`config.mk`:
```
export PLATFORM = sky130hd
export DESIGN_NAME = squeeze_inverse_line_core
export DESIGN_NICKNAME = d
export VERILOG_FILES = /design/src/sil_pkg.sv /design/src/sil_front.sv /design/src/sil_queue.sv /design/src/sil_back.sv /design/src/squeeze_inverse_line_core.sv
export VERILOG_INCLUDE_DIRS = /design/src /design/src/src
export SDC_FILE = /design/constraint.sdc
export NUM_CORES = 2
export LEC_CHECK = 0
export BUFFER_PORTS_ARGS = -buffer_cell sky130_fd_sc_hd__buf_4
export CAP_MARGIN = 20
export CORE_MARGIN = 5
export CORE_UTILIZATION = 55
export CTS_BUF_LIST = sky130_fd_sc_hd__clkbuf_4
export CTS_CLUSTER_DIAMETER = 150
export CTS_CLUSTER_SIZE = 28
export DETAILED_ROUTE_END_ITERATION = 8
export PLACE_DENSITY = 0.74
export SYNTH_ARGS = -nofsm -noshare
export SYNTH_HDL_FRONTEND = slang
export SYNTH_HIERARCHICAL = 1
export SYNTH_SLANG_ARGS = --single-unit
```
`constraint.sdc`:
```
create_clock -name aclk -period 20.3 [get_ports aclk]
set_clock_uncertainty 0.15 [all_clocks]
set_input_delay 2.03 -clock aclk [delete_from_list [all_inputs] [get_ports aclk]]
set_output_delay 2.03 -clock aclk [all_outputs]
set_load 0.02 [all_outputs]
```
`src/squeeze_inverse_line_core_macros.svh`:
```
// Assertion macros shared by the inverse squeeze line modules.
// Each macro expects a clock named aclk and an active-low reset named aresetn in scope.
`ifndef SQUEEZE_INVERSE_LINE_CORE_MACROS_SVH
`define SQUEEZE_INVERSE_LINE_CORE_MACROS_SVH

// Consequence must hold in the same cycle as the antecedent.
`define SIL_ASSERT_NOW(label, ante, cons, msg) \
    label: assert property (@(posedge aclk) disable iff (!aresetn) (ante) |-> (cons)) \
        else $error(msg);

// Consequence must hold in the cycle after the antecedent.
`define SIL_ASSERT_NEXT(label, ante, cons, msg) \
    label: assert property (@(posedge aclk) disable iff (!aresetn) (ante) |=> (cons)) \
        else $error(msg);

`endif

```
`src/sil_pkg.sv`:
```
// Shared types and constants for the inverse squeeze line core.
// No dependencies; used by sil_front, sil_queue, sil_back and the top level.
package sil_pkg;

    // Width of a sample as carried on the ports and in queued operations.
    localparam int DATA_BITS = 32;

    // Operation queue between the front and the back part.
    localparam int QUEUE_DEPTH    = 4;
    localparam int QUEUE_PTR_BITS = $clog2(QUEUE_DEPTH);
    localparam int QUEUE_CNT_BITS = $clog2(QUEUE_DEPTH + 1);

    // Rounding bias of the tendency numerator.
    localparam int TEND_BIAS = 6;

    // Division by three in two halves: the quotient magnitude is split at bit 16.
    localparam int DIV_SPLIT_BITS = 16;
    localparam int DIV_HI_BITS    = 17;
    localparam int DIV_HI_SHIFT   = 18;
    localparam int DIV_LO_SHIFT   = 19;
    localparam logic [16:0] DIV3_RECIP_HI = 17'd87382;
    localparam logic [17:0] DIV3_RECIP_LO = 18'd174763;

    // Kind of work handed from the front to the back.
    typedef enum logic {
        OP_REBUILD,
        OP_LONE
    } op_kind_t;

    // One queued operation. Samples are held sign-extended to DATA_BITS.
    typedef struct packed {
        op_kind_t                     kind;
        logic signed [DATA_BITS-1:0]  avg;
        logic signed [DATA_BITS-1:0]  res;
        logic signed [DATA_BITS-1:0]  next;
        logic                         set_left;
        logic                         eol;
        logic                         eor;
    } op_t;

    // Sequencer states of the back part.
    typedef enum logic [3:0] {
        ST_IDLE,
        ST_SUM,
        ST_DIVH,
        ST_DIVL,
        ST_CLAMP,
        ST_DIFF,
        ST_EMIT1,
        ST_EMIT2,
        ST_LONE
    } back_state_t;

endpackage

```
`src/sil_front.sv`:
```
// Front part: accepts input requests, keeps the held pair and turns each request
// into zero, one or two queued operations. Depends on sil_pkg.
`include "squeeze_inverse_line_core_macros.svh"

module sil_front #(
    parameter int SAMPLE_BITS = 32
) (
    input  logic                              aclk,
    input  logic                              aresetn,
    input  logic                              in_valid,
    output logic                              in_ready,
    input  logic [sil_pkg::DATA_BITS-1:0]     in_avg,
    input  logic [sil_pkg::DATA_BITS-1:0]     in_res,
    input  logic                              in_has_res,
    input  logic                              in_last,
    output logic                              push_valid,
    output sil_pkg::op_t                      push_op,
    input  logic                              push_ready
);

    localparam int W  = SAMPLE_BITS;
    localparam int DB = sil_pkg::DATA_BITS;

    logic signed [W-1:0] avg_w;
    logic signed [W-1:0] res_w;
    logic                lone;
    logic                last;
    logic                accept;
    sil_pkg::op_t        op_held;
    sil_pkg::op_t        op_end;

    logic signed [W-1:0] held_avg_reg, held_avg_next;
    logic signed [W-1:0] held_res_reg, held_res_next;
    logic                held_valid_reg, held_valid_next;
    logic                held_first_reg, held_first_next;
    logic                pend_valid_reg, pend_valid_next;
    sil_pkg::op_t        pend_reg, pend_next;

    // Samples are taken in their low SAMPLE_BITS bits.
    assign avg_w  = in_avg[W-1:0];
    assign res_w  = in_res[W-1:0];
    assign lone   = !in_has_res;
    assign last   = in_last || lone;
    assign accept = in_valid && in_ready;

    // A request that needs two operations parks its second one, so no new request meanwhile.
    assign in_ready = !pend_valid_reg && push_ready;

    // Operations that a request may cause.
    always_comb begin
        op_held.kind     = sil_pkg::OP_REBUILD;
        op_held.avg      = DB'(held_avg_reg);
        op_held.res      = DB'(held_res_reg);
        op_held.next     = DB'(avg_w);
        op_held.set_left = held_first_reg;
        op_held.eol      = 1'b0;
        op_held.eor      = !last;

        op_end.avg       = DB'(avg_w);
        op_end.eol       = 1'b1;
        op_end.eor       = 1'b1;
        if (lone) begin
            op_end.kind     = sil_pkg::OP_LONE;
            op_end.res      = '0;
            op_end.next     = '0;
            op_end.set_left = 1'b0;
        end else begin
            op_end.kind     = sil_pkg::OP_REBUILD;
            op_end.res      = DB'(res_w);
            op_end.next     = DB'(avg_w);
            op_end.set_left = !held_valid_reg;
        end
    end

    // Queue push: a parked operation goes first.
    always_comb begin
        push_valid = pend_valid_reg || (accept && (held_valid_reg || last));
        if (pend_valid_reg) begin
            push_op = pend_reg;
        end else if (held_valid_reg) begin
            push_op = op_held;
        end else begin
            push_op = op_end;
        end
    end

    // Held pair and parked operation.
    always_comb begin
        held_avg_next   = held_avg_reg;
        held_res_next   = held_res_reg;
        held_valid_next = held_valid_reg;
        held_first_next = held_first_reg;
        pend_valid_next = pend_valid_reg;
        pend_next       = pend_reg;

        if (pend_valid_reg && push_ready) begin
            pend_valid_next = 1'b0;
        end

        if (accept) begin
            if (held_valid_reg && last) begin
                pend_valid_next = 1'b1;
                pend_next       = op_end;
            end
            if (last) begin
                held_valid_next = 1'b0;
            end else begin
                held_valid_next = 1'b1;
                held_first_next = !held_valid_reg;
                held_avg_next   = avg_w;
                held_res_next   = res_w;
            end
        end
    end

    // Control state.
    always_ff @(posedge aclk) begin
        if (!aresetn) begin
            held_valid_reg <= 1'b0;
            held_first_reg <= 1'b0;
            pend_valid_reg <= 1'b0;
        end else begin
            held_valid_reg <= held_valid_next;
            held_first_reg <= held_first_next;
            pend_valid_reg <= pend_valid_next;
        end
    end

    // Payload.
    always_ff @(posedge aclk) begin
        held_avg_reg <= held_avg_next;
        held_res_reg <= held_res_next;
        pend_reg     <= pend_next;
    end

    `SIL_ASSERT_NEXT(a_lone_ends_line, accept && lone, !held_valid_reg, "lone average left a pair held")
    `SIL_ASSERT_NOW(a_parked_ends_run, pend_valid_reg, pend_reg.eor && pend_reg.eol, "parked operation does not close the line")

endmodule

```
`src/sil_queue.sv`:
```
// Short operation queue between the front and the back part.
// Depends on sil_pkg for the operation type and the depth.
`include "squeeze_inverse_line_core_macros.svh"

module sil_queue (
    input  logic          aclk,
    input  logic          aresetn,
    input  logic          push_valid,
    input  sil_pkg::op_t  push_op,
    output logic          push_ready,
    output logic          pop_valid,
    output sil_pkg::op_t  pop_op,
    input  logic          pop_ready
);

    localparam int PB = sil_pkg::QUEUE_PTR_BITS;
    localparam int CB = sil_pkg::QUEUE_CNT_BITS;

    sil_pkg::op_t    mem_reg [sil_pkg::QUEUE_DEPTH];
    logic [PB-1:0]   wr_ptr_reg, wr_ptr_next;
    logic [PB-1:0]   rd_ptr_reg, rd_ptr_next;
    logic [CB-1:0]   count_reg, count_next;
    logic            push;
    logic            pop;

    assign push_ready = (count_reg != CB'(sil_pkg::QUEUE_DEPTH));
    assign pop_valid  = (count_reg != '0);
    assign pop_op     = mem_reg[rd_ptr_reg];
    assign push       = push_valid && push_ready;
    assign pop        = pop_valid && pop_ready;

    // Pointer and fill level update; the depth is a power of two, so pointers wrap.
    always_comb begin
        wr_ptr_next = push ? wr_ptr_reg + 1'b1 : wr_ptr_reg;
        rd_ptr_next = pop  ? rd_ptr_reg + 1'b1 : rd_ptr_reg;
        count_next  = count_reg;
        if (push && !pop) begin
            count_next = count_reg + 1'b1;
        end else if (pop && !push) begin
            count_next = count_reg - 1'b1;
        end
    end

    always_ff @(posedge aclk) begin
        if (!aresetn) begin
            wr_ptr_reg <= '0;
            rd_ptr_reg <= '0;
            count_reg  <= '0;
        end else begin
            wr_ptr_reg <= wr_ptr_next;
            rd_ptr_reg <= rd_ptr_next;
            count_reg  <= count_next;
        end
    end

    // Entry storage.
    always_ff @(posedge aclk) begin
        if (push) begin
            mem_reg[wr_ptr_reg] <= push_op;
        end
    end

    `SIL_ASSERT_NOW(a_fill_bound, 1'b1, count_reg <= CB'(sil_pkg::QUEUE_DEPTH), "queue overfilled")
    `SIL_ASSERT_NEXT(a_fill_grows, push && !pop, count_reg == $past(count_reg) + 1'b1, "fill level lost a push")

endmodule

```
`src/sil_back.sv`:
```
// Back part: sequencer that rebuilds one pair at a time (tendency, divide by twelve,
// clamping, residual) and drives the registered result channel. Depends on sil_pkg.
`include "squeeze_inverse_line_core_macros.svh"

module sil_back #(
    parameter int SAMPLE_BITS = 32
) (
    input  logic                           aclk,
    input  logic                           aresetn,
    input  logic                           pop_valid,
    input  sil_pkg::op_t                   pop_op,
    output logic                           pop_ready,
    output logic                           out_valid,
    input  logic                           out_ready,
    output logic [sil_pkg::DATA_BITS-1:0]  out_sample,
    output logic                           out_eor,
    output logic                           out_eol
);

    localparam int W  = SAMPLE_BITS;
    localparam int NW = SAMPLE_BITS + 4;
    localparam int MW = SAMPLE_BITS + 1;
    localparam int DB = sil_pkg::DATA_BITS;

    sil_pkg::back_state_t state_reg, state_next;
    sil_pkg::op_t         op_reg, op_next;

    logic signed [W-1:0]  left_reg, left_next;
    logic                 dec_reg, dec_next;
    logic                 inc_reg, inc_next;
    logic                 neg_reg, neg_next;
    logic [MW-1:0]        m_reg, m_next;
    logic signed [NW-1:0] da_reg, da_next;
    logic signed [NW-1:0] db_reg, db_next;
    logic [sil_pkg::DIV_HI_BITS-1:0] qh_reg, qh_next;
    logic signed [NW-1:0] x_reg, x_next;
    logic signed [W-1:0]  t_reg, t_next;
    logic signed [W-1:0]  diff_reg, diff_next;
    logic signed [W-1:0]  first_reg, first_next;

    logic                 o_valid_reg, o_valid_next;
    logic [DB-1:0]        o_sample_reg, o_sample_next;
    logic                 o_eor_reg, o_eor_next;
    logic                 o_eol_reg, o_eol_next;

    logic signed [W-1:0]  a;
    logic signed [W-1:0]  b;
    logic signed [W-1:0]  c;
    logic signed [W-1:0]  res;
    logic signed [NW-1:0] ae;
    logic signed [NW-1:0] be;
    logic signed [NW-1:0] ce;
    logic signed [NW-1:0] base;
    logic signed [NW-1:0] num;
    logic [NW-1:0]        mag;
    logic [sil_pkg::DIV_HI_BITS-1:0] mh;
    logic [34:0]          prod_h;
    logic [1:0]           rh;
    logic [17:0]          x_lo;
    logic [35:0]          prod_l;
    logic [15:0]          ql;
    logic signed [NW-1:0] q_ext;
    logic signed [NW-1:0] x1;
    logic signed [NW-1:0] x2;
    logic signed [NW-1:0] par1;
    logic signed [NW-1:0] par2;
    logic [W:0]           d_wide;
    logic signed [W-1:0]  half;
    logic signed [W-1:0]  first;
    logic signed [W-1:0]  second;
    logic                 out_free;
    logic                 finish;
    logic                 take;

    // Operands of the current operation, wrapped to the sample width.
    assign a   = left_reg;
    assign b   = op_reg.avg[W-1:0];
    assign c   = op_reg.next[W-1:0];
    assign res = op_reg.res[W-1:0];
    assign ae  = NW'(a);
    assign be  = NW'(b);
    assign ce  = NW'(c);

    // Tendency numerator and its magnitude over four.
    always_comb begin
        base = (ae <<< 2) - (ce + (ce <<< 1)) - be;
        num  = (a >= b && b >= c) ? base + NW'(sil_pkg::TEND_BIAS)
                                  : base - NW'(sil_pkg::TEND_BIAS);
        mag  = num[NW-1] ? -num : num;
    end

    // Divide the magnitude by three: upper half first, then remainder with lower half.
    always_comb begin
        mh     = sil_pkg::DIV_HI_BITS'(m_reg >> sil_pkg::DIV_SPLIT_BITS);
        prod_h = 35'(mh) * 35'(sil_pkg::DIV3_RECIP_HI);
        rh     = mh[1:0] - (qh_reg[1:0] + {qh_reg[0], 1'b0});
        x_lo   = {rh, m_reg[sil_pkg::DIV_SPLIT_BITS-1:0]};
        prod_l = 36'(x_lo) * 36'(sil_pkg::DIV3_RECIP_LO);
        ql     = prod_l[sil_pkg::DIV_LO_SHIFT+15:sil_pkg::DIV_LO_SHIFT];
        q_ext  = NW'({qh_reg, ql});
    end

    // Clamp the tendency against both slopes.
    always_comb begin
        par1 = {{(NW-1){1'b0}}, x_reg[0]};
        x1   = x_reg;
        x2   = '0;
        par2 = '0;
        if (dec_reg) begin
            if (x_reg - par1 > da_reg) begin
                x1 = da_reg + NW'(1);
            end
            par2 = {{(NW-1){1'b0}}, x1[0]};
            x2   = (x1 + par2 > db_reg) ? db_reg : x1;
        end else if (inc_reg) begin
            if (x_reg + par1 < da_reg) begin
                x1 = da_reg - NW'(1);
            end
            par2 = {{(NW-1){1'b0}}, x1[0]};
            x2   = (x1 - par2 < db_reg) ? db_reg : x1;
        end
    end

    // Samples of the pair: half the difference rounds toward zero.
    always_comb begin
        d_wide = (W+1)'(diff_reg) + {{W{1'b0}}, diff_reg[W-1]};
        half   = d_wide[W:1];
        first  = b + half;
        second = first_reg - diff_reg;
    end

    // Handshake between the sequencer, the queue and the output register.
    assign out_free  = !o_valid_reg || out_ready;
    assign finish    = (state_reg == sil_pkg::ST_EMIT2 || state_reg == sil_pkg::ST_LONE)
                       && out_free;
    assign pop_ready = (state_reg == sil_pkg::ST_IDLE) || finish;
    assign take      = pop_ready && pop_valid;

    // Sequencer: next state, datapath loads and output register.
    always_comb begin
        state_next    = state_reg;
        op_next       = op_reg;
        left_next     = left_reg;
        dec_next      = dec_reg;
        inc_next      = inc_reg;
        neg_next      = neg_reg;
        m_next        = m_reg;
        da_next       = da_reg;
        db_next       = db_reg;
        qh_next       = qh_reg;
        x_next        = x_reg;
        t_next        = t_reg;
        diff_next     = diff_reg;
        first_next    = first_reg;
        o_valid_next  = out_ready ? 1'b0 : o_valid_reg;
        o_sample_next = o_sample_reg;
        o_eor_next    = o_eor_reg;
        o_eol_next    = o_eol_reg;

        unique case (state_reg)
            sil_pkg::ST_IDLE: begin
            end
            sil_pkg::ST_SUM: begin
                dec_next   = (a >= b) && (b >= c);
                inc_next   = (a <= b) && (b <= c);
                neg_next   = num[NW-1];
                m_next     = mag[MW+1:2];
                da_next    = (ae - be) <<< 1;
                db_next    = (be - ce) <<< 1;
                state_next = sil_pkg::ST_DIVH;
            end
            sil_pkg::ST_DIVH: begin
                qh_next    = prod_h[sil_pkg::DIV_HI_SHIFT+sil_pkg::DIV_HI_BITS-1:
                                    sil_pkg::DIV_HI_SHIFT];
                state_next = sil_pkg::ST_DIVL;
            end
            sil_pkg::ST_DIVL: begin
                x_next     = neg_reg ? -q_ext : q_ext;
                state_next = sil_pkg::ST_CLAMP;
            end
            sil_pkg::ST_CLAMP: begin
                t_next     = x2[W-1:0];
                state_next = sil_pkg::ST_DIFF;
            end
            sil_pkg::ST_DIFF: begin
                diff_next  = res + t_reg;
                state_next = sil_pkg::ST_EMIT1;
            end
            sil_pkg::ST_EMIT1: begin
                if (out_free) begin
                    o_valid_next  = 1'b1;
                    o_sample_next = DB'(first);
                    o_eor_next    = 1'b0;
                    o_eol_next    = 1'b0;
                    first_next    = first;
                    state_next    = sil_pkg::ST_EMIT2;
                end
            end
            sil_pkg::ST_EMIT2: begin
                if (out_free) begin
                    o_valid_next  = 1'b1;
                    o_sample_next = DB'(second);
                    o_eor_next    = op_reg.eor;
                    o_eol_next    = op_reg.eol;
                    left_next     = second;
                    state_next    = sil_pkg::ST_IDLE;
                end
            end
            sil_pkg::ST_LONE: begin
                if (out_free) begin
                    o_valid_next  = 1'b1;
                    o_sample_next = DB'(b);
                    o_eor_next    = op_reg.eor;
                    o_eol_next    = op_reg.eol;
                    state_next    = sil_pkg::ST_IDLE;
                end
            end
            default: begin
                state_next = sil_pkg::ST_IDLE;
            end
        endcase

        // Start the next operation; a new line loads its own left sample.
        if (take) begin
            op_next = pop_op;
            if (pop_op.set_left) begin
                left_next = pop_op.avg[W-1:0];
            end
            state_next = (pop_op.kind == sil_pkg::OP_LONE) ? sil_pkg::ST_LONE
                                                           : sil_pkg::ST_SUM;
        end
    end

    // Control state.
    always_ff @(posedge aclk) begin
        if (!aresetn) begin
            state_reg   <= sil_pkg::ST_IDLE;
            o_valid_reg <= 1'b0;
        end else begin
            state_reg   <= state_next;
            o_valid_reg <= o_valid_next;
        end
    end

    // Datapath and output payload.
    always_ff @(posedge aclk) begin
        op_reg       <= op_next;
        left_reg     <= left_next;
        dec_reg      <= dec_next;
        inc_reg      <= inc_next;
        neg_reg      <= neg_next;
        m_reg        <= m_next;
        da_reg       <= da_next;
        db_reg       <= db_next;
        qh_reg       <= qh_next;
        x_reg        <= x_next;
        t_reg        <= t_next;
        diff_reg     <= diff_next;
        first_reg    <= first_next;
        o_sample_reg <= o_sample_next;
        o_eor_reg    <= o_eor_next;
        o_eol_reg    <= o_eol_next;
    end

    assign out_valid  = o_valid_reg;
    assign out_sample = o_sample_reg;
    assign out_eor    = o_eor_reg;
    assign out_eol    = o_eol_reg;

    `SIL_ASSERT_NEXT(a_sum_to_div, state_reg == sil_pkg::ST_SUM, state_reg == sil_pkg::ST_DIVH, "divide step skipped")
    `SIL_ASSERT_NOW(a_eol_ends_run, o_valid_reg && o_eol_reg, o_eor_reg, "line end without run end")

endmodule

```
`src/squeeze_inverse_line_core.sv`:
```
// Inverse squeeze line core: top level joining front, operation queue and back.
// Depends on sil_pkg, sil_front, sil_queue and sil_back.
//
// Rebuilds a line of samples from averages and residuals. Each input request
// carries one average with its residual, or (has_residual low, on tuser) a lone
// final average; tlast marks the final average of a line. A pair is held until
// the next average arrives, then two samples leave one per cycle on the result
// channel while it is ready, with tuser marking the last result of a request
// and tlast the final sample of a line. Samples are processed in their low
// SAMPLE_BITS bits and come back sign-extended to 32 bits. The front accepts a
// request per cycle while the four-entry queue has room (a request that closes
// a held line parks its second operation and holds off the next request). The
// back rebuilds one pair at a time in the steps sum, two halves of the divide
// by twelve, clamp, residual, and one output step for each sample; the next
// pair depends on the last sample of this one. A lone average takes a single
// output step.
`include "squeeze_inverse_line_core_macros.svh"

module squeeze_inverse_line_core #(
    parameter int SAMPLE_BITS = 32
) (
    input  logic        aclk,
    input  logic        aresetn,
    input  logic        s_tvalid,
    output logic        s_tready,
    input  logic [63:0] s_tdata,   // [31:0] avg_value, [63:32] residual_value
    input  logic        s_tuser,   // [0] has_residual
    input  logic        s_tlast,
    output logic        m_tvalid,
    input  logic        m_tready,
    output logic [31:0] m_tdata,   // [31:0] sample_value
    output logic        m_tuser,   // [0] end_of_run
    output logic        m_tlast
);

    logic         push_valid;
    logic         push_ready;
    sil_pkg::op_t push_op;
    logic         pop_valid;
    logic         pop_ready;
    sil_pkg::op_t pop_op;

    // Request classification and held pair.
    sil_front #(
        .SAMPLE_BITS (SAMPLE_BITS)
    ) u_front (
        .aclk       (aclk),
        .aresetn    (aresetn),
        .in_valid   (s_tvalid),
        .in_ready   (s_tready),
        .in_avg     (s_tdata[31:0]),
        .in_res     (s_tdata[63:32]),
        .in_has_res (s_tuser),
        .in_last    (s_tlast),
        .push_valid (push_valid),
        .push_op    (push_op),
        .push_ready (push_ready)
    );

    // Operation queue.
    sil_queue u_queue (
        .aclk       (aclk),
        .aresetn    (aresetn),
        .push_valid (push_valid),
        .push_op    (push_op),
        .push_ready (push_ready),
        .pop_valid  (pop_valid),
        .pop_op     (pop_op),
        .pop_ready  (pop_ready)
    );

    // Pair rebuild and result register.
    sil_back #(
        .SAMPLE_BITS (SAMPLE_BITS)
    ) u_back (
        .aclk       (aclk),
        .aresetn    (aresetn),
        .pop_valid  (pop_valid),
        .pop_op     (pop_op),
        .pop_ready  (pop_ready),
        .out_valid  (m_tvalid),
        .out_ready  (m_tready),
        .out_sample (m_tdata),
        .out_eor    (m_tuser),
        .out_eol    (m_tlast)
    );

endmodule

```
==> results.yml <==
global_routing:
  grt_pass1_vias: 44198
  grt.overflow.total: 0
  grt_antenna_before_repair: 7
  grt_first_pass_wirelength_microns: 262000
  grt_max_degree: 87
  track_usage: 0.257
timing:
  finalHoldViolCount: 0
  rsz0062_at_grt: "no"
  layout_min_cycle_time_ns: 9.03
  final-setup-viol-count: 0
  fmax_ghz: 0.111
  maxSlewHeadroom: 0.237
  tightest_slew_ns: 1.14
  period_share: 0.445
  worst_slack_ns: 11.27
  maxSlewViolCount: 0
  fin_setup_tns_ns: 0
place:
  routabilityCongestion: 0.962
  place_inst: 7378
  hpwlAfterDp_microns: 134000
  port_buffers: 105
  post-place-ws_ns: 11.47
die:
  core-area_sq_mm: 0.122
  start_util: 0.554
  die-area_sq_mm: 0.130
  dieWidth_microns: 360
  fp-row-count: 128
  die_h_microns: 360
  ios: 106
job:
  drv_cap: 0
clock_network:
  clkLatencyLatePin_ns: 1.06
  cts-hold-fix-buffers: 0
  path_clk_slew_ns: 0.31
  cts_buffers: 41
  post_cts_buffers: 0
  cts_tree: "built"
  cts_resized: 0
  cts-root-buf: "clkbuf_4"
  cts_sinks: 993
  htree_levels: 2
  cts_max_path_buffers: 3
yosys:
  postSynthNetCount: 6805
  yosysWarnings: 6
  syn_area_per_cell_sq_um: 11.6
  synth_top_flop_cell: "edfxtp_1"
  synth_area_leaders: "edfxtp_1 42%, ha_1 12%, fa_1 8.0%"
  synth_largest_area_cell: "edfxtp_1"
  synth_top_area_frac: 0.421
  synthesis.area_sq_mm: 0.0674
  synth_edf_count: 944
  synth_cell_types: 107
  ys_ff_latch: 993
  syn_inst: 5801
  synthArstFlopShare: 0
  seq_area_frac_synth: 0.435
finish:
  fin_cells: 7460
  drive_above_1_share: 0.0703
  layout.cells.most_common: "edfxtp_1"
  final_cell_mix: "944 x edfxtp_1, 665 x ha_1, 618 x inv_1, 359 x nand2_1"
  syn_to_final_growth_pct: 4.17
  multi_input_area_sq_mm: 0.0348
  seqCellArea_sq_mm: 0.0293
  filler_cell_count: 10149
  fin_util: 0.577
  largest_register_ff_count: 400
  nets: 6801
route:
  drtIter0Drc: 4067
  num_vias: 44877
  wl_per_cell_microns: 22.7
  drc: 0
  via_per_inst: 6.02
  dr.pass1.iters: 6
  drtAntennaViolNets: 0
  wirelength_microns: 170000
hold_path:
  min_path_type: "flop to flop"
run_status:
  status: "complete, no violations"
critical_path:
  end_kind: "flop"
  cp_max_fo: 30
  critPathLaunchType: "flop"
  cp.required_ns: 20.93
  crit_top_cell: "nand3_1"
  crit_type: "flop to flop"
  cpPeakStageDelay_ns: 0.66
  arrival_ns: 9.66
  critPathSlowestCell: "a21oi_1"
## through the flow
stage | hold WS (ns) | instance area (sq um)
final | 0.341 | 70200
after global routing | 0.383 | 70200
after CTS | 0.338 | 70200
after detailed placement | 0.311 | 69600
after global placement | 0.301 | 69600
after floorplan | 0.285 | 67400
## final timing paths
kind	start	to	slack [ns]	depth (start not counted)
hold / removal	u_front/held_first_reg	u_front/held_first_reg	0.34	2
setup / recovery	u_back/da_reg[33]	u_back/t_reg[7]	11.27	32
hold reg to reg	u_front/held_first_reg	u_front/held_first_reg	0.34	2
setup reg to reg	u_back/da_reg[33]	u_back/t_reg[7]	11.27	32
## layout make-up
class / count / share of cell area
sequential: 993 / 0.418
multi-input combinational: 3995 / 0.496
inverter: 619 / 0.0331
timing repair buffer: 147 / 0.0159
tap: 1625 / 0.0290
clock buffer: 70 / 0.00748
antenna: 6 / 0.000214
clock inverter: 5 / 0.000552
## layer usage
metal,global-route usage,routed length [microns],vias to the layer above,share of wire
met5,0,19,-,0.00011
met4,0.0637,4850,2,0.029
met3,0.0212,9230,215,0.054
met2,0.432,81600,1441,0.48
met1,0.367,74000,22294,0.44
li1,-,-,20925,-
## cell usage after synthesis, types with 40 or more instances
| library cell | instances |
|---|---|
| a21o_1 | 178 |
| a21oi_1 | 283 |
| a221o_1 | 47 |
| a31oi_1 | 40 |
| and2_1 | 95 |
| and3_1 | 51 |
| clkbuf_1 | 138 |
| dfxtp_1 | 49 |
| edfxtp_1 | 944 |
| fa_1 | 269 |
| ha_1 | 665 |
| inv_1 | 618 |
| mux2i_1 | 104 |
| mux4_2 | 100 |
| nand2_1 | 360 |
| nand2b_1 | 46 |
| nand3_1 | 104 |
| nand4_1 | 63 |
| nor2_1 | 309 |
| nor2b_1 | 49 |
| nor3_1 | 73 |
| o21a_1 | 48 |
| o21ai_0 | 225 |
| o21bai_1 | 40 |
| xnor2_1 | 305 |
| xor2_1 | 109 |
## critical path, delay by kind of cell, from the launching register on
kind,cells,cell delay [ns]
compound gates,13,3.28
fa+ha+maj,3,1.12
buf+inv,4,0.80
flops,1,0.51
simple gates,12,2.89
## cells by family after synthesis
logic type	count (synthesis)	share of synthesized area
and+or+nand+nor	1285	0.0934
AOI/OAI and AO/OA	1147	0.114
DFF	993	0.435
adders and majority gates	934	0.203
buffers and inverters	813	0.0497
xor gates and xnor gates	415	0.0541
muxes	214	0.0505
Power is not shown: default switching activity piles up to over one toggle a cycle in this logic, so the estimate is an artifact.
